==> src/hw/rtl/rmq_pkg.sv <==
// ----------------------------------------------------------------------------
// rmq_pkg
// Types and widths shared by the rotation matrix to quaternion converter.
// ----------------------------------------------------------------------------
package rmq_pkg;

  localparam int DATA_WIDTH = 32;
  localparam int FRAC_BITS  = DATA_WIDTH - 2;
  localparam int ARG_W      = DATA_WIDTH + 3;
  localparam int POS_W      = DATA_WIDTH + 1;
  localparam int MAG_W      = DATA_WIDTH + 1;
  localparam int ROOT_W     = DATA_WIDTH;
  localparam int RAD_W      = 2 * DATA_WIDTH;
  localparam int REM_W      = ROOT_W + 2;
  localparam int NUM_W      = 2 * DATA_WIDTH - 1;
  localparam int DREM_W     = ROOT_W + 1;
  localparam int FIFO_DEPTH = 2;

  typedef logic signed [DATA_WIDTH-1:0] fix_t;

  typedef struct packed {
    fix_t m00;
    fix_t m01;
    fix_t m02;
    fix_t m10;
    fix_t m11;
    fix_t m12;
    fix_t m20;
    fix_t m21;
    fix_t m22;
  } rmq_in_t;

  typedef struct packed {
    fix_t q_w;
    fix_t q_x;
    fix_t q_y;
    fix_t q_z;
    logic degenerate;
  } rmq_out_t;

  // classified request: root argument, degenerate flag, main slot, and sign and magnitude of the three parts
  typedef struct packed {
    logic [POS_W-1:0]            arg;
    logic                        degen;
    logic [1:0]                  main_slot;
    logic [2:0]                  neg;
    logic [2:0][MAG_W-1:0]       mag;
  } rmq_cls_t;

endpackage

==> src/hw/rtl/rmq_fifo.sv <==
// ----------------------------------------------------------------------------
// rmq_fifo
// Short queue of classified requests between front and back.
// ----------------------------------------------------------------------------
module rmq_fifo import rmq_pkg::*; (
  input  logic     clk,
  input  logic     rst_n,
  input  logic     push_valid,
  output logic     push_ready,
  input  rmq_cls_t push_data,
  output logic     pop_valid,
  input  logic     pop_ready,
  output rmq_cls_t pop_data
);

  localparam int PTR_W = $clog2(FIFO_DEPTH);
  localparam int CNT_W = $clog2(FIFO_DEPTH + 1);

  rmq_cls_t         mem [FIFO_DEPTH];
  logic [PTR_W-1:0] wr_ptr_r, rd_ptr_r;
  logic [CNT_W-1:0] cnt_r;
  logic             do_push, do_pop;

  assign push_ready = (cnt_r != CNT_W'(FIFO_DEPTH));
  assign pop_valid  = (cnt_r != '0);
  assign pop_data   = mem[rd_ptr_r];
  assign do_push    = push_valid && push_ready;
  assign do_pop     = pop_valid && pop_ready;

  always_ff @(posedge clk) begin
    if (!rst_n) begin
      wr_ptr_r <= '0;
      rd_ptr_r <= '0;
      cnt_r    <= '0;
    end else begin
      if (do_push) begin
        wr_ptr_r <= (wr_ptr_r == PTR_W'(FIFO_DEPTH-1)) ? '0 : wr_ptr_r + 1'b1;
      end
      if (do_pop) begin
        rd_ptr_r <= (rd_ptr_r == PTR_W'(FIFO_DEPTH-1)) ? '0 : rd_ptr_r + 1'b1;
      end
      if (do_push && !do_pop) begin
        cnt_r <= cnt_r + 1'b1;
      end else if (do_pop && !do_push) begin
        cnt_r <= cnt_r - 1'b1;
      end
    end
  end

  always_ff @(posedge clk) begin
    if (do_push) begin
      mem[wr_ptr_r] <= push_data;
    end
  end

endmodule

==> config.mk <==
export PLATFORM = sky130hd
export DESIGN_NAME = rmq_fifo
export DESIGN_NICKNAME = d
export VERILOG_FILES = /design/src/hw/rtl/rmq_pkg.sv /design/src/hw/rtl/rmq_fifo.sv
export SDC_FILE = /design/constraint.sdc
export NUM_CORES = 1
export LEC_CHECK = 0
export BUFFER_PORTS_ARGS = -buffer_cell sky130_fd_sc_hd__buf_4
export CORE_ASPECT_RATIO = 1.2
export CORE_UTILIZATION = 35
export CTS_BUF_LIST = sky130_fd_sc_hd__clkbuf_2
export CTS_CLUSTER_DIAMETER = 150
export CTS_CLUSTER_SIZE = 30
export DETAILED_ROUTE_END_ITERATION = 8
export GPL_ROUTABILITY_DRIVEN = 0
export SLEW_MARGIN = 20
export SYNTH_ARGS = -nofsm -noshare
export SYNTH_HDL_FRONTEND = slang
export SYNTH_SLANG_ARGS = --single-unit
export TNS_END_PERCENT = 100
==> constraint.sdc <==
create_clock -name clk -period 5.65 [get_ports clk]
set_input_delay 0.565 -clock clk [delete_from_list [all_inputs] [get_ports clk]]
set_output_delay 0.565 -clock clk [all_outputs]
set_load 0.1 [all_outputs]
# Word-level counts from Yosys, hierarchy flattened
# Memory sizes are Yosys's and may differ from the RTL's. A register that Yosys moved wholly into a read port is not among the register bits.
# Index checks and enable logic that the tools add are counted.
[word_totals]
memories = 1
mem_bits_rw = 276
out_inout_bits = 140
elab_cells = 25
in_bits = 142
regBits = 4
[mem_list]
columns = ["memory", "words", "word_bits", "read_ports", "rd_ports_with_merged_regs", "write_ports", "line_no", "source"]
rows = [
  ["mem", 2, 138, 1, 1, 1, "rmq_fifo.sv:19", "rmq_cls_t mem [FIFO_DEPTH];"],
]
[op_classes]
muxes = 8
eq_ne = 1
add_sub_neg = 4
n_reduce_logical = 8
[op_table]
columns = ["op", "n"]
rows = [
  ["two-way mux 1 bit", 6],
  ["logical AND 1 bit", 4],
  ["two-way mux 2 bit", 2],
  ["nonzero test 2 bit", 2],
  ["adder 1 bit (second input constant)", 2],
  ["adder 2 x 1 -> 2 bit (second input constant)", 1],
  ["zero test 1 bit", 2],
  ["!= test 2 bit (second input constant)", 1],
  ["subtractor 2 x 1 -> 2 bit (second input constant)", 1],
]

# Longest topological paths before layout
[depth]
ltp_word = 6
ltp_mapped = 6

# Least setup slack after synthesis
# No wires, ideal clock.
[synth_timing]
path_kind = "register to register"
from = "register cnt_r[0]"
to = "memory mem[1][0] (netlist bit) (enable)"
t_arrival_ps = 4024
path_stages_with_launch = 3
path_buffers = 0
path_slack_ps = 1111
required_time_ps = 5135
setup_time_ps = 515
cell_sequence = "dfxtp_1 -> nand2b_4 -> and3_1"
[synth_via]
elab_chain_cells = 4
[synth_lines]
columns = ["item", "line_no", "source"]
rows = [
  ["start: declaration", "rmq_fifo.sv:21", "logic [CNT_W-1:0] cnt_r;"],
  ["start signal: assignment", "rmq_fifo.sv:43", "cnt_r <= cnt_r + 1'b1;"],
  ["start signal: assignment", "rmq_fifo.sv:45", "cnt_r <= cnt_r - 1'b1;"],
  ["!= test 2 bit", "rmq_fifo.sv:24", "assign push_ready = (cnt_r != CNT_W'(FIFO_DEPTH));"],
  ["via push_ready", "rmq_fifo.sv:9", "output logic push_ready,"],
  ["logical AND 1 bit", "rmq_fifo.sv:27", "assign do_push = push_valid && push_ready;"],
  ["two-way mux 1 bit", "rmq_fifo.sv:51", "if (do_push) begin"],
  ["two-way mux 1 bit (not written as such)", "rmq_fifo.sv:52", "mem[wr_ptr_r] <= push_data;"],
  ["end: declaration", "rmq_fifo.sv:19", ""],
]
# The timed path passes the listed nets, and every way through them passes these cells.

==> summary.txt <==
Status
  • Status: finished, final reports clean

STA
  • Final Cycle Share: about two thirds
  • Pins Over Slew Limit: 0
  • Clk_skew: 127 ps
  • Worst-Margin Slew: about 840 ps
  • Relative max-transition margin: between 40% and 50%
  • Final Hold Vio Count: 0
  • Final worst slack: just under 2000 ps
  • Tmin final: 3720 ps
  • Maximum clock frequency: ~0.27 GHz
  • Final TNS setup: 0 ps
  • Setup Viol. Count Final: 0
  • RSZ-0062 raised after global routing: no

Layout
  • Area Overhead vs Synth: 39.2%
  • Commonest non-fill, non-tap cells in the layout: buf_4 (286), edfxtp_1 (276), dlygate4sd3_1 (142), mux2_2 (138), clkbuf_2 (17)
  • Area of the multi-input gates: around 1700 um^2
  • Sequential cell area: roughly 8400 um^2
  • Core occupancy in the finished layout: between 40% and 50%
  • Final net count: about 1000
  • Finished Cell Area: around 14000 um^2
  • Most common cell after layout, fill and taps aside: buf_4
  • Fillcell total: 2428
  • Final non-filler cell total: roughly 1300
  • Layout cells sized above 1: about half

Clock network
  • CTS Buf Count: 13
  • Clk root buf: clkbuf_2
  • Clock transition at path regs: ~520 ps
  • TritonCTS clock tree: yes
  • H-tree Lvls: 1
  • PostCTS Resize Cnt: 0
  • CTS hold repair buffers: 142
  • Clk buf depth: 3
  • Clock Latency Late Sink: 900 ps
  • Setup bufs post-CTS: 0
  • Sink Count: ~280

Placed design
  • Placed Cells incl. Taps: roughly 1100
  • Pre-CTS WS: between 2000 and 3000 ps
  • Dpl hpwl: 14000 um
  • IO Port Bufs: 281
  • Placed cell area: about 13000 um^2

Worst hold path
  • Hold Crit Class: in -> reg
  • Hold Path Stages: 2

Logic synthesis
  • Number of synthesized flops with an enable pin: between 200 and 300
  • Post-Syn Area: slightly above 10000 um^2
  • Syn avg cell area: between 20 and 25 um^2
  • Ys Warns: 0
  • Syn nets: 596
  • Sequential-to-total area share from yosys stat: 81.9%
  • Yosys reg bits: roughly 280
  • Post-Syn Instances: 453
  • Asr flop ratio synth: 0%
  • Ys flop type: edfxtp_1
  • Number of distinct library cells after synthesis: 21

GRT
  • Largest net degree at the start of global routing: 80
  • Vias in the first global route: slightly above 6000
  • Initial antenna violation count: 3
  • First-pass GRT wire length: 32400 um
  • GR Util All Layers: roughly 14%
  • Gr ovfl total: 0

Route
  • Wirelength per Cell: approximately 17 um
  • DRT iter0 DRCs: 186
  • DRT Pass-1 Iters: 4
  • Via density: about 4.4
  • Total number of vias: about 5600
  • Post-DRT Antenna Nets: 0
  • DRC violations left: 0
  • Drt total wl: 21900 um

Floorplanning
  • Starting Density: about 36%
  • Die X: 158 um
  • I/O pins: ~280
  • Die area: roughly 30000 um^2
  • # rows: 68
  • Die Ht: 189 um
  • Core ar.: 28800 um^2

Setup path
  • Startpoint Class: flip-flop
  • Most numerous cell on the critical path: buf_4
  • Peak fanout along the critical path: 53
  • Crit path largest cell delay: approximately 880 ps
  • R2R depth: 4
  • Crit Path Class: reg -> out
  • Slowest CP cell: dfxtp_4
  • Critical path cell sequence: buf_4, mux2_2, buf_4
  • Critical path required time: 5090 ps
  • CP endpoint kind: output port
  • Worst EP arrival: 3150 ps

Run
  • Maxcap violations: 0

Pwr
  • VDD IR max: around 0.45 mV
  • PwrDens: around 500 nW/um^2
  • Lkg Pwr: about 5.2 nW
## area by class of cell
| type | instances | area share, % |
|---|---|---|
| clock buffer | 17 | 0.597 |
| clock inverter | 1 | 0.140 |
| sequential | 281 | 58.9 |
| multi-input combinational | 156 | 11.9 |
| tap | 385 | 3.38 |
| antenna | 1 | 0.0176 |
| timing repair buffer | 428 | 25.0 |
| inverter | 1 | 0.0614 |
## stage by stage
stage               hold slack, ps  power (mW)
floorplan                      512        5.79
global placement               528        6.42
detailed placement             569        6.46
CTS                            223        7.21
global route                   216        7.39
finish                         336        7.14
## state kept, by name, indices dropped and copies added (netlist names), named ones only
register  count
rd_ptr_r      1
wr_ptr_r      1
mem         276
cnt_r         2
## worst max-delay path, delay by kind of cell, from the launching register on
family	cells	cell delay, ps
DFF	1	880
muxes	1	420
buffers and inverters	2	900
## Yosys cell counts (2+ instances only)
master	n	area (um^2)
buf_6	12	135
mux2_2	138	1550
xnor2_1	2	17.5
buf_4	2	15.0
and2_1	4	25.0
edfxtp_1	276	8290
dfxtp_1	5	100
## per-layer routing
layer	routed length (um)	track usage, %	vias up
met5	29	0	-
met4	495	4.18	4
met3	1550	3.87	34
met2	11700	26.5	187
met1	8070	15.1	2762
li1	-	-	2637
## report_power, final
group          internal, mW  switching, mW  total [mW]
logic                 0.883           2.88        3.76
registers              2.60          0.112        2.72
clock network        0.0886          0.573       0.661
## path summary, 6_finish.rpt
check | slack (ps) | to | from
worst max-delay path | 1930 | pop_data[62] | flip-flop
worst min register to register | 610 | wr_ptr_r | cnt_r[1]
worst max register to register | 3120 | mem[0][95] | cnt_r[0]
worst min-delay path | 340 | mem[1][88] | push_data[88]
## cell families (layout without fill, tap and decap cells)
kind of cell,after synthesis,count (layout),share of synthesized area (%)
XOR/XNOR,3,3,0.257
AO/OA/AOI/OAI,5,5,0.342
AND/OR/NAND/NOR,9,9,0.635
buffers and inverters,16,447,1.55
multiplexers,138,138,15.2
adder cells (fa/ha/maj),1,1,0.122
flip-flops,281,281,81.9
other,0,1,0
No activity file was read; power rests on OpenSTA's default activity.
