`config.mk`:
```
export PLATFORM = sky130hd
export DESIGN_NAME = rmq_front
export DESIGN_NICKNAME = d
export VERILOG_FILES = /design/src/hw/rtl/rmq_pkg.sv /design/src/hw/rtl/rmq_front.sv
export SDC_FILE = /design/constraint.sdc
export NUM_CORES = 1
export LEC_CHECK = 0
export ABC_AREA = 1
export ABC_CLOCK_PERIOD_IN_PS = 8200
export BUFFER_PORTS_ARGS = -buffer_cell sky130_fd_sc_hd__buf_2
export CAP_MARGIN = 20
export CORE_MARGIN = 2
export CORE_UTILIZATION = 56
export CTS_CLUSTER_DIAMETER = 100
export DETAILED_ROUTE_END_ITERATION = 10
export PLACE_DENSITY = 0.8
export SLEW_MARGIN = 20
export SYNTH_ARGS = -nofsm -noshare
export SYNTH_HDL_FRONTEND = slang
export SYNTH_SLANG_ARGS = --single-unit
```
`constraint.sdc`:
```
create_clock -name clk -period 8.2 [get_ports clk]
set_input_delay 0.41 -clock clk [delete_from_list [all_inputs] [get_ports clk]]
set_output_delay 0.41 -clock clk [all_outputs]
set_load 0.05 [all_outputs]
```
`src/hw/rtl/rmq_pkg.sv`:
```
// ----------------------------------------------------------------------------
// rmq_pkg
// Types and widths shared by the rotation matrix to quaternion converter.
// ----------------------------------------------------------------------------
package rmq_pkg;

  localparam int DATA_WIDTH = 32;
  localparam int FRAC_BITS  = DATA_WIDTH - 2;
  localparam int ARG_W      = DATA_WIDTH + 3;
  localparam int POS_W      = DATA_WIDTH + 1;
  localparam int MAG_W      = DATA_WIDTH + 1;
  localparam int ROOT_W     = DATA_WIDTH;
  localparam int RAD_W      = 2 * DATA_WIDTH;
  localparam int REM_W      = ROOT_W + 2;
  localparam int NUM_W      = 2 * DATA_WIDTH - 1;
  localparam int DREM_W     = ROOT_W + 1;
  localparam int FIFO_DEPTH = 2;

  typedef logic signed [DATA_WIDTH-1:0] fix_t;

  typedef struct packed {
    fix_t m00;
    fix_t m01;
    fix_t m02;
    fix_t m10;
    fix_t m11;
    fix_t m12;
    fix_t m20;
    fix_t m21;
    fix_t m22;
  } rmq_in_t;

  typedef struct packed {
    fix_t q_w;
    fix_t q_x;
    fix_t q_y;
    fix_t q_z;
    logic degenerate;
  } rmq_out_t;

  // classified request: root argument, degenerate flag, main slot, and sign and magnitude of the three parts
  typedef struct packed {
    logic [POS_W-1:0]            arg;
    logic                        degen;
    logic [1:0]                  main_slot;
    logic [2:0]                  neg;
    logic [2:0][MAG_W-1:0]       mag;
  } rmq_cls_t;

endpackage

```
`src/hw/rtl/rmq_front.sv`:
```
// ----------------------------------------------------------------------------
// rmq_front
// Accepts a matrix, picks the branch and main component, forms the root
// argument and the three off-diagonal sums or differences.
// ----------------------------------------------------------------------------
module rmq_front import rmq_pkg::*; (
  input  logic     clk,
  input  logic     rst_n,
  input  logic     in_valid,
  output logic     in_ready,
  input  rmq_in_t  in_data,
  output logic     push_valid,
  input  logic     push_ready,
  output rmq_cls_t push_data
);

  localparam logic signed [ARG_W-1:0] ONE_FIX =
    {{(ARG_W-FRAC_BITS-1){1'b0}}, 1'b1, {FRAC_BITS{1'b0}}};

  logic signed [ARG_W-1:0] e00, e01, e02, e10, e11, e12, e20, e21, e22;
  logic signed [ARG_W-1:0] trace, arg;
  logic signed [ARG_W-1:0] d [3];
  logic [1:0]              main_slot;
  logic                    degen;
  rmq_cls_t                cls_nxt;
  rmq_cls_t                cls_r;
  logic                    v_r;

  assign e00 = ARG_W'(in_data.m00);
  assign e01 = ARG_W'(in_data.m01);
  assign e02 = ARG_W'(in_data.m02);
  assign e10 = ARG_W'(in_data.m10);
  assign e11 = ARG_W'(in_data.m11);
  assign e12 = ARG_W'(in_data.m12);
  assign e20 = ARG_W'(in_data.m20);
  assign e21 = ARG_W'(in_data.m21);
  assign e22 = ARG_W'(in_data.m22);
  assign trace = e00 + e11 + e22;

  always_comb begin
    if (trace > 0) begin
      main_slot = 2'd0;
    end else if (e22 > ((e11 > e00) ? e11 : e00)) begin
      main_slot = 2'd3;
    end else if (e11 > e00) begin
      main_slot = 2'd2;
    end else begin
      main_slot = 2'd1;
    end
    unique case (main_slot)
      2'd0: begin
        arg  = trace + ONE_FIX;
        d[0] = e21 - e12;
        d[1] = e02 - e20;
        d[2] = e10 - e01;
      end
      2'd1: begin
        arg  = e00 - e11 - e22 + ONE_FIX;
        d[0] = e21 - e12;
        d[1] = e10 + e01;
        d[2] = e20 + e02;
      end
      2'd2: begin
        arg  = e11 - e22 - e00 + ONE_FIX;
        d[0] = e02 - e20;
        d[1] = e01 + e10;
        d[2] = e21 + e12;
      end
      default: begin
        arg  = e22 - e00 - e11 + ONE_FIX;
        d[0] = e10 - e01;
        d[1] = e02 + e20;
        d[2] = e12 + e21;
      end
    endcase
    degen = (arg <= 0);
    cls_nxt.arg       = POS_W'(arg);
    cls_nxt.degen     = degen;
    cls_nxt.main_slot = main_slot;
    for (int n = 0; n < 3; n++) begin
      cls_nxt.neg[n] = d[n][ARG_W-1];
      cls_nxt.mag[n] = d[n][ARG_W-1] ? MAG_W'(-d[n]) : MAG_W'(d[n]);
    end
  end

  assign in_ready   = !v_r || push_ready;
  assign push_valid = v_r;
  assign push_data  = cls_r;

  always_ff @(posedge clk) begin
    if (!rst_n) begin
      v_r <= 1'b0;
    end else if (in_valid && in_ready) begin
      v_r <= 1'b1;
    end else if (push_ready) begin
      v_r <= 1'b0;
    end
  end

  always_ff @(posedge clk) begin
    if (in_valid && in_ready) begin
      cls_r <= cls_nxt;
    end
  end

endmodule

```
Word-level counts from Yosys, hierarchy flattened
Index checks and enable logic that the tools add are counted.
Widths: inputs -> output; s select.
{"block": "word_totals", "in_bits": 292, "romBits": 0, "latch_bits": 0, "wordCells": 51, "output_inout_bits": 140, "reg_bits": 139, "ram_bits": 0, "mem_count": 0}
{"block": "classes", "bitwise": 0, "eq_ne": 2, "mux": 11, "n_addsub": 21, "magnitude_cmp": 4, "div": 0, "n_reduce_logical": 5, "shifts": 0, "n_mul": 0}
{"cell": "$pmux 105 s3", "count": 1}
{"cell": "$sub 32x32->33", "count": 6}
{"cell": "$add 34x32->35 const B", "count": 4}
{"cell": "$add 32x32->33", "count": 4}
{"cell": "$pmux 35 s3", "count": 1}
{"cell": "$sub 33x32->34", "count": 3}
{"cell": "$mux 33", "count": 3}
{"cell": "$neg 33->33", "count": 3}
{"cell": "$gt 32x35->1", "count": 1}
{"cell": "$le 35x1->1 const B", "count": 1}
{"cell": "$mux 35", "count": 1}
{"cell": "$add 33x32->34", "count": 1}
{"cell": "$gt 34x1->1 const B", "count": 1}
{"cell": "$gt 32x32->1", "count": 1}
{"cell": "$mux 2", "count": 3}
{"cell": "$eq 2x1->1 const B", "count": 1}
{"cell": "$eq 2x2->1 const B", "count": 1}
{"cell": "$logic_not 2->1", "count": 1}
{"cell": "$mux 1", "count": 2}
{"cell": "$reduce_bool 2->1", "count": 1}
{"cell": "$logic_and 1x1->1", "count": 1}
{"cell": "$logic_not 1->1", "count": 1}
{"cell": "$logic_or 1x1->1", "count": 1}

Depth between registers and ports, before layout
{"block": "logic_depth", "ltp_word": 9, "depth_mapped": 49, "depth_no_buf": 48}

Least setup slack after synthesis
Ideal clock, no wire load.
{"block": "synth_timing", "path_kind": "reg2reg", "startpoint": "register v_r (netlist: push_valid)", "endpoint": "register cls_r (netlist bit push_data[0]), enable pin", "slack_ns": 0.291, "t_arrival_ns": 7.229, "setup_ns": 0.680, "n_path_buf": 0, "path_stages_with_launch": 2, "cell_sequence": "dfxtp_1 a21oi_1"}
{"block": "synth_between", "elab_chain_len": 3}
{"element": "start: declaration", "line_no": "rmq_front.sv:27", "source": "logic v_r;"}
{"element": "start signal: assignment", "line_no": "rmq_front.sv:92", "source": "v_r <= 1'b0;"}
{"element": "start signal: assignment", "line_no": "rmq_front.sv:94", "source": "v_r <= 1'b1;"}
{"element": "start signal: assignment", "line_no": "rmq_front.sv:96", "source": "v_r <= 1'b0;"}
{"element": "$logic_not 1->1", "line_no": "rmq_front.sv:86", "source": "assign in_ready = !v_r || push_ready;"}
{"element": "$logic_or 1x1->1", "line_no": "rmq_front.sv:86"}
{"element": "$logic_and 1x1->1", "line_no": "rmq_front.sv:101", "source": "if (in_valid && in_ready) begin"}
{"element": "end signal: assignment", "line_no": "rmq_front.sv:102", "source": "cls_r <= cls_nxt;"}
{"element": "end: declaration", "line_no": "rmq_front.sv:26", "source": "rmq_cls_t cls_r;"}
Every way passes these cells.
A chain may end at the register's enable or synchronous reset.

==> results.sh <==
export IMPL_crit_type="input pin to flop"
export IMPL_power_density_nw_per_um2=274
export IMPL_grt_pass1_vias=38663
export IMPL_placed_cells=7049
export IMPL_ant_nets=0
export IMPL_synth_edf_count=138
export IMPL_wirelength_mm=150
export IMPL_dr_pass1_iters=8
export IMPL_cp_required_ps=8430
export IMPL_hpwl_mm=130
export IMPL_cpMostUsedCell="nand2_1"
export IMPL_post_cts_setup_buffer_count=0
export IMPL_cts_inserted_buffers=17
export IMPL_viasPerCell=5.76
export IMPL_fin_skew_ps=18.0
export IMPL_place_ws_ps=332
export IMPL_yosysWarningCount=0
export IMPL_grt_overflow_total=0
export IMPL_clk_latency_ps=490
export IMPL_h_tree_depth=4
export IMPL_die_h_um=261
export IMPL_path_clk_slew_ps=70
export IMPL_drc=0
export IMPL_drive_gt1_share_pct=10.1
export IMPL_instances_no_fill=7085
export IMPL_netlist_top_cells_count="1409 x nand2_1, 948 x inv_1, 638 x nor2_1"
export IMPL_start_kind="input pin"
export IMPL_critPathArrivalTime_ps=7900
export IMPL_syn_inst=5870
export IMPL_core_area_sq_um=65600
export IMPL_wl_per_cell_um=21.2
export IMPL_antenna_found_initial=2
export IMPL_hold_viol_final=0
export IMPL_cts_sinks=139
export IMPL_synth_seq_cells=139
export IMPL_min_period_ps=7660
export IMPL_netlist_area_sq_um=37100
export IMPL_layout_setup_ws_ps=537
export IMPL_die_x_um=261
export IMPL_timing_fmax_mhz=130
export IMPL_first_iter_violations=4103
export IMPL_crit_path_top_delay_cell="nor4_2"
export IMPL_synth_top_cell_by_area="ha_1"
export IMPL_synth_top_area_share_pct=17.5
export IMPL_crit_path_end_kind="flop"
export IMPL_vdd_ir_drop_max_mv=0.286
export IMPL_hold_class="input pin to flop"
export IMPL_ctsResizeCount=0
export IMPL_rsz0062_at_grt="no"
export IMPL_synthMostInstantiatedCell="nand2_1"
export IMPL_synthesis_nets=6818
export IMPL_fin_nets=7152
export IMPL_ys_types=63
export IMPL_vias=40838
export IMPL_grt_use_total_pct=43.0
export IMPL_synth_seq_area_share_pct=11.2
export IMPL_finalInstanceArea_sq_um=40400
export IMPL_initial_core_util_pct=56.5
export IMPL_power_leakage_nw=21.9
export IMPL_max_stage_delay_ps=710
export IMPL_place_port_buffers=431
export IMPL_worstMarginPinSlew_ps=910
export IMPL_place_gp_congestion=1.10
export IMPL_slew_limit_headroom_pct=39.4
export IMPL_final_period_utilization_pct=93.5
export IMPL_synth_area_per_cell_sq_um=6.32
export IMPL_finalSetupViolCount=0
export IMPL_place_area_sq_um=39800
export IMPL_cts_tree="built"
export IMPL_cap_violations=0
export IMPL_rows=94
export IMPL_status="finished, final reports clean"
export IMPL_synthTopCellsByArea="ha_1 17%, nand2_1 14%, edfxtp_1 11%"
export IMPL_cts_max_path_buffers=2
export IMPL_cp_max_fo=36
export IMPL_synth_async_reset_ratio_pct=0
export IMPL_p_total_mw=11.1
export IMPL_setup_tns_ps=0
export IMPL_cts_root_buf="clkbuf_16"
export IMPL_slew_violations=0
export IMPL_dieArea_sq_um=68300
export IMPL_grt_max_degree=139
export IMPL_io_pins=432
export IMPL_cts_hold_buf=0
export IMPL_grt_pass1_wl_mm=222
export IMPL_ys_flop_type="edfxtp_1"
export IMPL_syn_to_final_growth_pct=9.04
-- report_power, final --
| part | switching (mW) | internal, mW | leakage (nW) | total (mW) |
|---|---|---|---|---|
| clock network | 0.366 | 0.481 | 0.292 | 0.847 |
| registers | 0.132 | 1.32 | 1.35 | 1.45 |
| logic | 6.49 | 2.31 | 20.3 | 8.80 |
| total | 6.99 | 4.11 | 21.9 | 11.1 |
-- routing by layer --
layer / vias to the layer above / share of wire [%] / track usage [%]
met5: - / 0 / 0
met4: 0 / 8.0 / 29.9
met3: 491 / 8.0 / 5.55
met2: 2107 / 46 / 71.5
met1: 18729 / 38 / 51.6
li1: 19511 / - / -
-- layout by cell type, fill, tap and decap left out, drive strengths merged, types with 25 or more instances in the layout --
cell	instances
a21o	31
a21oi	411
buf	461
edfxtp	138
fa	138
ha	518
inv	969
nand2	1422
nand3	457
nand3b	49
nand4	83
nor2	682
nor3	65
nor4	25
o21ai	286
o21bai	29
or2	39
xnor2	29
xor2	239
-- registers in the layout, indices dropped and copies added, names as in the netlist --
name        count
push_data     138
push_valid      1
-- final cells by class --
type	count	area (sq um)
Clock inverter	13	164
Inverter	965	3620
Clock buffer	19	433
Multi-Input combinational cell	4620	28600
Timing Repair Buffer	461	2390
Tap cell	864	1080
Fill cell	6467	25200
Sequential cell	139	4160
Antenna cell	4	10.0
-- worst max-delay path: cells and delay by family --
| family | cells | cell delay (ps) |
|---|---|---|
| and+or+nand+nor | 24 | 4540 |
| buffers and inverters | 6 | 1350 |
| AOI/OAI and AO/OA | 5 | 680 |
| adders and majority gates | 3 | 850 |
-- per-stage QoR --
| stage | util [%] | hold slack [ps] |
|---|---|---|
| final | 61.6 | 194 |
| after global routing | 61.6 | 190 |
| after floorplan | - | 564 |
| after global placement | 60.7 | 545 |
| after CTS | 61.6 | 174 |
| after detailed placement | 60.7 | 560 |
-- final timing paths --
kind                                       to  cells past startpoint  slack, ps          from
worst max-delay path            push_data[61]                     38        540  in_data[139]
worst min-delay path               push_valid                      2        190         rst_n
worst max register to register  push_data[41]                      2       6530    push_valid
worst min register to register     push_valid                      2        570    push_valid
-- cell families (layout without fill, tap and decap cells) --
logic type / count (synthesis) / after routing / share of synthesized area, %
compound gates: 864 / 864 / 12.9
xor+xnor: 268 / 268 / 6.37
fa+ha+maj: 656 / 656 / 24.9
buf+inv: 1111 / 1458 / 11.8
flops: 139 / 139 / 11.2
other cells: 0 / 4 / 0
simple gates: 2832 / 2832 / 32.7
No activity file was read; power rests on OpenSTA's default activity.
